**src/hw/rtl/mrts_pkg.sv**
```systemverilog
// Shared types and constants for the mean-reversion trade signal block.
package mrts_pkg;

    // Field widths fixed by the interface.
    localparam int PRICE_W  = 32;
    localparam int CASH_W   = 48;
    localparam int SHARE_W  = 32;
    localparam int WSIZE_W  = 7;
    localparam int ACTION_W = 2;
    localparam int CFG_IDX_W = 8;

    // Serial divider operand widths: the widest dividend is the cash balance.
    localparam int DIVD_W = CASH_W;
    localparam int DIVS_W = PRICE_W;

    // Trade decision codes.
    localparam logic [ACTION_W-1:0] ACT_KEEP = 2'd0;
    localparam logic [ACTION_W-1:0] ACT_BUY  = 2'd1;
    localparam logic [ACTION_W-1:0] ACT_SELL = 2'd2;

    // Configuration register indexes.
    localparam logic [CFG_IDX_W-1:0] CFG_WINDOW_SIZE  = 8'd0;
    localparam logic [CFG_IDX_W-1:0] CFG_INITIAL_CASH = 8'd1;

    // Reset values and saturation limits.
    localparam logic [WSIZE_W-1:0] WSIZE_RESET = 7'd20;
    localparam logic [CASH_W-1:0]  CASH_RESET  = 48'd1000000;
    localparam logic [CASH_W-1:0]  CASH_MAX    = {CASH_W{1'b1}};
    localparam logic [SHARE_W-1:0] SHARE_MAX   = {SHARE_W{1'b1}};

    // Request to the shared serial divider.
    typedef struct packed {
        logic              start;
        logic [DIVD_W-1:0] dividend;
        logic [DIVS_W-1:0] divisor;
    } div_req_t;

    // Response from the shared serial divider.
    typedef struct packed {
        logic              done;
        logic [DIVD_W-1:0] quotient;
    } div_rsp_t;

endpackage

```
**src/hw/rtl/mrts_ring.sv**
```systemverilog
// Price ring memory with one write port and one registered read port.
module mrts_ring
    import mrts_pkg::*;
#(
    parameter int DEPTH = 64
)
(
    input  logic                     clk,
    input  logic                     wr_en,
    input  logic [$clog2(DEPTH)-1:0] wr_addr,
    input  logic [PRICE_W-1:0]       wr_data,
    input  logic [$clog2(DEPTH)-1:0] rd_addr,
    output logic [PRICE_W-1:0]       rd_data
);

    logic [PRICE_W-1:0] mem [DEPTH];

    // Write the new price into its slot.
    always_ff @(posedge clk)
    begin
        if (wr_en)
        begin
            mem[wr_addr] <= wr_data;
        end
    end

    // Read the oldest price every cycle.
    always_ff @(posedge clk)
    begin
        rd_data <= mem[rd_addr];
    end

endmodule

```
**config.mk**
```make
export PLATFORM = sky130hd
export DESIGN_NAME = mrts_ring
export DESIGN_NICKNAME = d
export VERILOG_FILES = /design/src/hw/rtl/mrts_pkg.sv /design/src/hw/rtl/mrts_ring.sv
export SDC_FILE = /design/constraint.sdc
export NUM_CORES = 2
export LEC_CHECK = 0
export ABC_AREA = 1
export BUFFER_PORTS_ARGS = -buffer_cell sky130_fd_sc_hd__buf_2
export CAP_MARGIN = 30
export CORE_AREA = 2 2 360 362
export CTS_BUF_LIST = sky130_fd_sc_hd__clkbuf_8
export DETAILED_ROUTE_END_ITERATION = 7
export DIE_AREA = 0 0 362 364
export PLACE_DENSITY_LB_ADDON = 0.3
export SLEW_MARGIN = 10
export SYNTH_ARGS = -nofsm -noshare
export SYNTH_HDL_FRONTEND = slang
export SYNTH_SLANG_ARGS = --single-unit
```
**constraint.sdc**
```tcl
create_clock -name clk -period 6.59 [get_ports clk]
set_input_delay 0.9885 -clock clk [delete_from_list [all_inputs] [get_ports clk]]
set_output_delay 0.9885 -clock clk [all_outputs]
set_load 0.05 [all_outputs]
```
-- Word level (Yosys, flattened, before mapping)
Memory sizes are Yosys's and may differ from the RTL's. A register that Yosys moved wholly into a read port is not among the register bits.
Cells that the tools add are included.
- register bits: 0
- memories kept: 1
- output and inout bits: 32
- RAM bits: 2048
- word-level logic and storage cells: 3
- bits of input ports: 46
- muxes and demuxes: 2
- memories (memory ; words ; bits a word ; rd ports ; clocked after memory_dff ; wr ports ; line ; source):
    mem ; 64 ; 32 ; 1 ; 1 ; 1 ; mrts_ring.sv:16 ; logic [PRICE_W-1:0] mem [DEPTH];
- operators with widths (cell ; count):
    two-way mux 1 bit ; 2

-- Longest topological paths before layout
- depth in word-level cells: 2
- depth in mapped cells: 13
- depth with buffers taken out: 9

-- Least setup slack after synthesis
No wires, ideal clock.
- kind: input to register
- from: input wr_en
- to: memory mem[48][0] (enable)
- cell stages on the path: 3
- path buffers: 1
- slack: 1.472 ns
- library setup time: 0.502 ns
- data required time: 6.088 ns
- arrival time: 4.616 ns
- cells stage by stage: clkbuf_1 > nand4_1 > nor4_1
- longest elaborated chain between the ends: 2
- ends and longest elaborated chain (what ; line ; source):
    start, declared ; mrts_ring.sv:9 ; input logic wr_en,
    two-way mux 1 bit ; mrts_ring.sv:21 ; if (wr_en)
    two-way mux 1 bit (implied by the code) ; mrts_ring.sv:23 ; mem[wr_addr] <= wr_data;
    end, declared ; mrts_ring.sv:16 ;
No other way between the ends.

-- Final worst setup path
- from: input wr_addr[1]
- to: memory mem[60][21] (enable)
- RTL lines (what ; line ; source):
    start, declared ; mrts_ring.sv:10 ; input logic [$clog2(DEPTH)-1:0] wr_addr,
No word-level cell before the write port.

==> results.md <==
* Status: completed
* Fin util at 70.8%
* Cell taking the most area after synthesis: edfxtp_1
* Inserted Clock Buffers at 327
* Final Cycle Share at 48.6%
* Comb pwr share at 6.7%
* Post-route ant nets at 0
* Placeable Area at 128,000 sq um
* Starting Density at 64.5%
* Fin nets at 6,924
* Synthesized flop and latch total at 2,080
* Area grow syn2layout at 9.77%
* Setup TNS at 0 ps
* Skew-Pair Late Insertion Delay at 1020 ps
* Cell area after placement at 85,100 sq um
* Via density per instance at 6.39
* Top cell type's share of synthesized area at 74.3%
* Hold Vio Cnt, Final at 0
* Mapped Avg Cell Area at 12.2 sq um
* Final setup fails at 0
* Yosys cell types at 16
* Worst reg-to-reg path cell count at 8
* Post-synthesis cell count at 6,769
* Rel. slew slack at 20.2%
* Max FO, Critical Path at 18
* Clock Pin Slew Worst Setup and Hold Paths at 60 ps
* NetSw at 6.16 mW
* Fin cells at 8,771
* Hold-fix buffers, CTS at 0
* Max-slew violations at 0
* Largest net degree at the start of global routing at 209
* Slew @ Worst Pin at 1200 ps
* DRC Markers at 0
* CTS Buffer Depth at 4
* Detailed Route Iter0 Violations at 9,597
* Post-synth EDFFs at 2,048
* Ys async rst share at 0%
* CP Data Required Time at 7230 ps
* RSZ-0062 raised after global routing: false
* Antenna violations before repair at 6
* GRT Resource Usage Total at 34.7%
* Top-count cell post-synth: nand2_1
* Die width at 362 um
* Via count at 56,000
* IO Port Bufs at 77
* Die Y at 364 um
* Worst VDD drop at 169 uV
* CTS tree: yes
* Die area at 132,000 sq um
* Htree depth at 5
* Min-delay worst type: input pin to flip-flop
* WL final at 228,000 um
* CP arrival at 3850 ps
* Switching part of the total at 23.6%
* Fmax at 312 MHz
* Leakage at 32.5 nW
* Synth top area cells: edfxtp_1 (74%), nand3_1 (12%), nand2_1 (10%)
* Internal at 19.9 mW
* Clk_skew at 76.2 ps
* Post-synth top cells: nand2_1 (2,248), edfxtp_1 (2,048), nand3_1 (1,907), buf_2 (282), clkbuf_1 (77)
* Max-cap violations at 0
* Post-layout total power at 26.1 mW
* Power share of the clock group at 36.9%
* Cell Area, Synth at 82,700 sq um
* Vias in the first global route at 54,000
* Crit path kind: input pin to flip-flop
* CTS sink cnt at 2,080
* Resized cells post-CTS at 0
* Post-DP HPWL at 119,000 um
* Io pins at 78
* Startpoint types: input pin
* Cell Pwr Density at 287 nW/um^2
* Crit. End Element: flip-flop
* Postcts setup bufs at 0
* Cell total after placement at 8,217
* Worst Hold Path Cells at 1
* Post-Syn Nets at 6,815
* Drt wl/cell at 26.0 um
* Final critical-path required period at 3200 ps
* Final non-filler cell area at 90,800 sq um
* TritonRoute pass-1 iters at 7
* Total gr overflow at 0
* Share of cells above drive strength 1 at 9.26%
* Main synth FF type: edfxtp_1
* Part of the power in registers at 56.4%
* Final Wtd Congestion at 0.879
* YS warnings at 0
* First-pass GRT wire length at 336,000 um
* Root buffer cell: clkbuf_8
* Register area share after synthesis at 75.1%
* Site Rows at 132
-- per-stage QoR --
step	setup WS (ps)	hold slack, ps
after CTS	3510	317
after floorplan	1470	721
final	3390	362
after detailed placement	2490	806
after global routing	3440	328
after global placement	2630	779
-- power by group through the flow --
stage / sequential [mW] / clock [mW] / combinational, mW
floorplan: 15.0 / 0 / 0.900
global placement: 15.0 / 0 / 1.63
detailed placement: 15.0 / 0 / 1.69
CTS: 14.7 / 9.67 / 1.70
global route: 14.7 / 10.3 / 1.86
finish: 14.7 / 9.62 / 1.75
-- worst max-delay path: stages --
cell     delay (ps)
buf_2           210
inv_1           300
nand4_1         780
nor2_4         1080
buf_4           470
-- sequential cells by signal (all words and copies together), names as in the netlist --
signal / cells
rd_data: 32
mem: 2048
-- area by class of cell --
| class | count | area (sq um) |
|---|---|---|
| clock inverters | 199 | 821 |
| clock buffers | 346 | 4760 |
| fillers | 8358 | 37500 |
| inverters | 12 | 81.3 |
| well taps | 1675 | 2100 |
| flip-flops and latches | 2080 | 62100 |
| repair buffers | 229 | 2150 |
| multi-input cells | 4228 | 18800 |
| diodes | 2 | 5.00 |
-- logic make-up (layout without fill, tap and decap cells) --
| family | after synthesis | in the layout | share of synthesized area [%] |
|---|---|---|---|
| other | 0 | 2 | 0 |
| and+or+nand+nor | 4228 | 4228 | 22.1 |
| buffers and inverters | 461 | 786 | 2.78 |
| DFF | 2080 | 2080 | 75.1 |
-- layout by cell type, fill, tap and decap left out, drive strengths merged --
cell,count
nand2,2248
clkinv,72
edfxtp,2048
diode,2
dfxtp,32
bufinv,2
clkbuf,346
inv,137
nor4,8
nand3,1907
buf,229
nand4,9
nor2,56
-- routing by layer --
| metal | global-route usage (%) | part of all wire [%] |
|---|---|---|
| met4 | 15.3 | 4.4 |
| met2 | 52.8 | 46 |
| met5 | 0 | 0.012 |
| met1 | 48.0 | 35 |
| met3 | 8.65 | 15 |
-- worst paths after layout --
kind | start | to | slack (ps)
worst max-delay path | wr_addr[1] | mem[60][21] | 3390
worst min-delay path | wr_data[31] | mem[43][31] | 360
worst max register to register | mem[27][7] | rd_data[7] | 4880
worst min register to register | mem[36][25] | rd_data[25] | 820
Note: power is estimated with default switching activity, not from simulation.
