===== src/hw/rtl/mrts_pkg.sv =====
// Shared types and constants for the mean-reversion trade signal block.
package mrts_pkg;

    // Field widths fixed by the interface.
    localparam int PRICE_W  = 32;
    localparam int CASH_W   = 48;
    localparam int SHARE_W  = 32;
    localparam int WSIZE_W  = 7;
    localparam int ACTION_W = 2;
    localparam int CFG_IDX_W = 8;

    // Serial divider operand widths: the widest dividend is the cash balance.
    localparam int DIVD_W = CASH_W;
    localparam int DIVS_W = PRICE_W;

    // Trade decision codes.
    localparam logic [ACTION_W-1:0] ACT_KEEP = 2'd0;
    localparam logic [ACTION_W-1:0] ACT_BUY  = 2'd1;
    localparam logic [ACTION_W-1:0] ACT_SELL = 2'd2;

    // Configuration register indexes.
    localparam logic [CFG_IDX_W-1:0] CFG_WINDOW_SIZE  = 8'd0;
    localparam logic [CFG_IDX_W-1:0] CFG_INITIAL_CASH = 8'd1;

    // Reset values and saturation limits.
    localparam logic [WSIZE_W-1:0] WSIZE_RESET = 7'd20;
    localparam logic [CASH_W-1:0]  CASH_RESET  = 48'd1000000;
    localparam logic [CASH_W-1:0]  CASH_MAX    = {CASH_W{1'b1}};
    localparam logic [SHARE_W-1:0] SHARE_MAX   = {SHARE_W{1'b1}};

    // Request to the shared serial divider.
    typedef struct packed {
        logic              start;
        logic [DIVD_W-1:0] dividend;
        logic [DIVS_W-1:0] divisor;
    } div_req_t;

    // Response from the shared serial divider.
    typedef struct packed {
        logic              done;
        logic [DIVD_W-1:0] quotient;
    } div_rsp_t;

endpackage


===== src/hw/rtl/mrts_div.sv =====
// Restoring serial divider, one quotient bit per cycle.
module mrts_div
    import mrts_pkg::*;
(
    input  logic     clk,
    input  logic     rst_n,
    input  div_req_t req,
    output div_rsp_t rsp
);

    localparam int STEP_W = $clog2(DIVD_W);

    logic              busy_reg;
    logic              done_reg;
    logic [STEP_W-1:0] cnt_reg;
    logic [DIVS_W-1:0] rem_reg;
    logic [DIVD_W-1:0] quo_reg;
    logic [DIVS_W-1:0] dvs_reg;

    logic [DIVS_W:0]   trial;
    logic [DIVS_W:0]   diff;
    logic              ge;

    // Shift in the next dividend bit and try a subtraction.
    always_comb
    begin
        trial = {rem_reg, quo_reg[DIVD_W-1]};
        diff  = trial - {1'b0, dvs_reg};
        ge    = (trial >= {1'b0, dvs_reg});
    end

    // Iteration control and datapath registers.
    always_ff @(posedge clk or negedge rst_n)
    begin
        if (!rst_n)
        begin
            busy_reg <= 1'b0;
            done_reg <= 1'b0;
            cnt_reg  <= '0;
            rem_reg  <= '0;
            quo_reg  <= '0;
            dvs_reg  <= '0;
        end
        else
        begin
            if (req.start)
            begin
                busy_reg <= 1'b1;
                done_reg <= 1'b0;
                cnt_reg  <= '0;
                rem_reg  <= '0;
                quo_reg  <= req.dividend;
                dvs_reg  <= req.divisor;
            end
            else if (busy_reg)
            begin
                rem_reg <= ge ? diff[DIVS_W-1:0] : trial[DIVS_W-1:0];
                quo_reg <= {quo_reg[DIVD_W-2:0], ge};
                if (cnt_reg == STEP_W'(DIVD_W - 1))
                begin
                    busy_reg <= 1'b0;
                    done_reg <= 1'b1;
                end
                else
                begin
                    done_reg <= 1'b0;
                    cnt_reg  <= cnt_reg + 1'b1;
                end
            end
            else
            begin
                done_reg <= 1'b0;
            end
        end
    end

    assign rsp.done     = done_reg;
    assign rsp.quotient = quo_reg;

endmodule


===== config.mk =====
export PLATFORM = sky130hd
export DESIGN_NAME = mrts_div
export DESIGN_NICKNAME = d
export VERILOG_FILES = /design/src/hw/rtl/mrts_pkg.sv /design/src/hw/rtl/mrts_div.sv
export SDC_FILE = /design/constraint.sdc
export NUM_CORES = 1
export LEC_CHECK = 0
export BUFFER_PORTS_ARGS = -buffer_cell sky130_fd_sc_hd__buf_2
export CAP_MARGIN = 20
export CORE_MARGIN = 10
export CORE_UTILIZATION = 58
export CTS_BUF_LIST = sky130_fd_sc_hd__clkbuf_8
export CTS_CLUSTER_DIAMETER = 120
export DETAILED_ROUTE_END_ITERATION = 10
export GPL_TIMING_DRIVEN = 1
export PLACE_DENSITY_LB_ADDON = 0.3
export SYNTH_ARGS = -nofsm -noshare
export SYNTH_HDL_FRONTEND = slang
export SYNTH_SLANG_ARGS = --single-unit

===== constraint.sdc =====
create_clock -name clk -period 3.4 [get_ports clk]
set_input_delay 0.34 -clock clk [delete_from_list [all_inputs] [get_ports clk]]
set_output_delay 0.34 -clock clk [all_outputs]
set_load 0.01 [all_outputs]

---- Yosys cells after proc, flatten, opt, wreduce, memory -nomap -nowiden ----
Cells that the tools add are included.
storage, ports and cells
  register bits ........................... 120
  bits in latches ......................... 0
  RAM bits ................................ 0
  memory bits (read-only) ................. 0
  bits of input ports ..................... 83
  output and inout bits ................... 49
  logic and storage cells ................. 27
  memories ................................ 0
cells by class
  $add $sub $neg .......................... 2
  $mul .................................... 0
  divide/modulo/power cells ............... 0
  order comparisons ....................... 1
  eq/ne operators ......................... 2
  shifts and indexed selects .............. 0
  muxes and demuxes ....................... 14
  bitwise operators ....................... 0
  reductions and logical operators ........ 2
operator list
  kind                                           number
  two-way mux 32 bit                             3
  two-way mux 48 bit                             2
  >= comparator 33 x 32 -> 1 bit                 1
  subtractor 32 bit                              1
  two-way mux 6 bit                              3
  adder 6 x 1 -> 6 bit (second input constant)   1
  == test 6 bit (second input constant)          1
  two-way mux 1 bit                              6
  inequality test 2 bit (second input constant)  1
  AND reduction 2 bit                            1
  nonzero test 2 bit                             1

---- Logic depth before layout (Yosys ltp) ----
  word-level depth ........................ 4
  gate-level depth with buffers ........... 13
  mapped depth without buffers ............ 11

---- Worst setup path after synthesis ----
No wires, ideal clock.
  path kind ............................... register to register
  start point ............................. reg rem_reg[19]
  end point ............................... reg rem_reg[21]
  setup time .............................. 0.095 ns
  arrival time ............................ 2.767 ns
  data required time ...................... 3.305 ns
  setup slack ............................. 0.537 ns
  stages on the path, launching flop included .. 13
  buffers on the path ..................... 3
  clock period less this slack ............ 2.863 ns
  cells stage by stage .................... dfrtp_1 ha_1 buf_4 nand3_1 or3_4 a2111oi_4 o31ai_2 a211oi_4 or2_1 buf_6 buf_6 nand3_2 o31ai_1
between the ends
  word-level cells in the longest chain between the ends .. 4
  elaborated cells between the ends (all ways) .. 5
  classes of those cells .................. add/sub (1); order compare (1); mux (3)
RTL lines
  item                                                                        RTL line                        text
  start: declaration                                                          mrts_div.sv:16                  logic [DIVS_W-1:0] rem_reg;
  start signal: assignment                                                    mrts_div.sv:57                  rem_reg <= ge ? diff[DIVS_W-1:0] : trial[DIVS_W-1:0];
  subtractor 32 bit / >= comparator 33 x 32 -> 1 bit (equally long branches)  mrts_div.sv:28, mrts_div.sv:29
  two-way mux 32 bit *                                                        mrts_div.sv:57
  two-way mux 32 bit *                                                        mrts_div.sv:55                  else if (busy_reg)
  two-way mux 32 bit *                                                        mrts_div.sv:46                  if (req.start)
Every way passes the cells marked *; elsewhere a longest branch is shown, timed or not. The select of a mux whose other input is x is not followed.
A chain may end at the register's enable or synchronous reset.

---- Worst setup path in the final report ----
  start point ............................. reg rem_reg[20]
  end point ............................... reg rem_reg[1]
between the ends
  word-level cells in the longest chain between the ends .. 4
RTL lines
  item                            RTL line        text
  >= comparator 33 x 32 -> 1 bit  mrts_div.sv:29  ge = (trial >= {1'b0, dvs_reg});
  two-way mux 32 bit              mrts_div.sv:57
  two-way mux 32 bit              mrts_div.sv:55
  two-way mux 32 bit              mrts_div.sv:46
No other way between the ends. The select of a mux whose other input is x is not followed.

==> flow_metrics.env <==
export IMPL_status="finished clean"
export IMPL_post_route_min_period_ns=3.19
export IMPL_clock_sinks=120
export IMPL_area_growth_pct=16.7
export IMPL_grt_pass1_wl_mm=32.3
export IMPL_grt_max_degree=66
export IMPL_async_flop_share_pct=100
export IMPL_synth_largest_area_cell="dfrtp_1"
export IMPL_yosysWarningCount=0
export IMPL_syn_nets=962
export IMPL_diodes=0
export IMPL_grt_use_met2_pct=33.8
export IMPL_start_util_pct=59.0
export IMPL_syn_inst=845
export IMPL_root_buffer="clkbuf_8"
export IMPL_rsz0062_at_grt="no"
export IMPL_antenna_found_initial=2
export IMPL_power_density_nw_per_um2=569
export IMPL_die_area_um2=17700
export IMPL_endpoint_kind="flop"
export IMPL_hold_viol_final=0
export IMPL_synth_edff_count=0
export IMPL_postRouteAntennaNets=0
export IMPL_worstHoldPathType="in2reg"
export IMPL_layout_nets=1078
export IMPL_numCtsBuffers=17
export IMPL_finalWirelength_mm=18.9
export IMPL_cts_tree="done"
export IMPL_tightest_slew_ns=0.786
export IMPL_drcViolationCount=0
export IMPL_ioPinCount=132
export IMPL_yosys_most_used_dff="dfrtp_1"
export IMPL_met1_usage_pct=27.4
export IMPL_die_w_um=133
export IMPL_tns_ns=0
export IMPL_placed_cells=1113
export IMPL_synthesis_area_um2=7410
export IMPL_insertion_delay_ns=0.46
export IMPL_vias=6566
export IMPL_clockBufferDepth=2
export IMPL_gr_total_overflow=0
export IMPL_busiest_layer="met2"
export IMPL_crit_arrival_ns=3.53
export IMPL_h_tree_depth=4
export IMPL_max_freq_mhz=313
export IMPL_clkTransAtPathRegs_ns=0.08
export IMPL_met3_usage_pct=8.78
export IMPL_drive_above_1_share_pct=20.3
export IMPL_core_um2=12600
export IMPL_cap_violations=0
export IMPL_drv_slew=0
export IMPL_portBuffers=131
export IMPL_stdcell_count=1146
export IMPL_drt_iter0_markers=443
export IMPL_via_per_inst=5.73
export IMPL_clock_skew_ns=0.0126
export IMPL_required_ns=3.74
export IMPL_power_mw=4.92
export IMPL_core_rowCount=41
export IMPL_setup_viol=0
export IMPL_detailed_place_hpwl_mm=13.9
export IMPL_vdd_drop_max_mv=0.403
export IMPL_cp_max_fo=14
export IMPL_rr_worst_depth=10
export IMPL_crit_type="reg2reg"
export IMPL_grt_pass1_vias=6575
export IMPL_ys_seq_elements=120
export IMPL_fp_dieH_um=133
export IMPL_yosysUniqueCellTypes=64
export IMPL_whs_path_depth=3
export IMPL_yosysMostFrequentCell="nand2_1"
export IMPL_grt_usage_pct=21.9
export IMPL_critical_path_startpoint_type="flop"
export IMPL_synth_top_area_share_pct=40.5
export IMPL_fill_cells=1023
export IMPL_ff2ff_setup_slack_ns=0.21
export IMPL_syn_avg_cell_area_um2=8.77
export IMPL_p_leak_nw=4.50
export IMPL_largest_register_ffs=48
export IMPL_routabilityCongestion=0.925
export IMPL_drt_wirelength_per_cell_um=16.5
export IMPL_first_pass_iters=5
export IMPL_slew_headroom_pct=46.3
export IMPL_yosys_top_cells_count="nand2_1, dfrtp_1, o21ai_0"
export IMPL_period_share_pct=93.9
export IMPL_ys_top_cells_by_area="dfrtp_1, mux2i_1, o21ai_0, nand2_1, ha_1"
export IMPL_post_cts_buffers=0
export IMPL_seq_area_frac_synth_pct=40.5
==> worst max-delay path: stages (launching register included) <==
cell and delay [ns]:
dfrtp_1 0.41, ha_2 0.44, nand2_4 0.08, or3_4 0.41, a2111oi_4 0.36, o31ai_2 0.16, a211oi_4 0.35, or2_1 0.17
buf_4 0.26, nand2b_1 0.09, a311oi_1 0.34
==> metal layers <==
metal	routed length (um)	vias up	share of wire (%)
li1	-	3225	-
met1	8120	3057	43
met2	8700	241	46
met3	1760	39	9.3
met4	337	4	1.8
met5	21	-	0.11
==> repair_timing <==
action                     CTS  global route
hold endpoints to repair    54             0
setup endpoints to repair    0            10
hold buffers                 1             0
gates resized for setup      0             3
==> stage by stage <==
stage               utilization, %  hold slack [ns]  setup slack [ns]  area (um2)
floorplan                        -           0.0444             0.537        7410
global placement              65.4            0.445             0.250        8220
detailed placement            65.4            0.449             0.137        8220
CTS                           68.8           0.0700             0.124        8640
global route                  68.8           0.0715            0.0113        8650
finish                        68.8           0.0760             0.208        8650
==> logic make-up (layout without fill, tap and decap cells) <==
group	count (synthesis)	count (layout)	synth area share [%]
xor+xnor	20	20	2.36
flops	120	120	40.5
mux	66	66	8.93
buf+inv	99	228	5.67
fa+ha+maj	34	34	5.84
compound gates	244	244	20.7
simple gates	262	262	16.0
==> path summary, 6_finish.rpt <==
path                             start     endpoint
max reg2reg                rem_reg[20]   rem_reg[1]
max in group asynchronous        rst_n  rem_reg[27]
min                             req[5]   dvs_reg[5]
min reg2reg                dvs_reg[16]  dvs_reg[16]
max                        rem_reg[20]   rem_reg[1]
min in group asynchronous        rst_n  rem_reg[18]
==> power breakdown <==
part | switching (mW) | internal [mW]
Combinational | 1.05 | 0.776
Clock | 0.615 | 0.747
Sequential | 0.134 | 1.60
==> final cells by class <==
class	instances	area, um2	share of cell area (%)
clock buffers	18	248	2.86
clock inverters	14	171	1.98
inverters	43	161	1.87
multi-input cells	626	4000	46.2
flip-flops and latches	120	3010	34.8
well taps	172	215	2.49
repair buffers	153	853	9.86
==> cells in the final DEF, fill, tap and decap left out, types with 5 or more instances in the layout <==
cell and instances:
clkbuf_8 18, or3_1 7, o22ai_1 6, a31oi_1 8, nand2b_1 5, nor3b_1 5, mux2i_1 65, inv_1 43
nor2_1 56, nand4_1 9, xnor2_1 11, buf_2 129, and3_1 6, buf_4 21, ha_1 32, o31ai_1 5
o21ai_0 100, a21oi_1 41, xor2_1 9, nand2_1 127, nand3_1 14, a211oi_1 21, dfrtp_1 119, a21o_1 14
a311oi_1 13, o21a_1 8, nor2b_1 6, nor3_1 12
No activity file was read; power rests on OpenSTA's default activity.
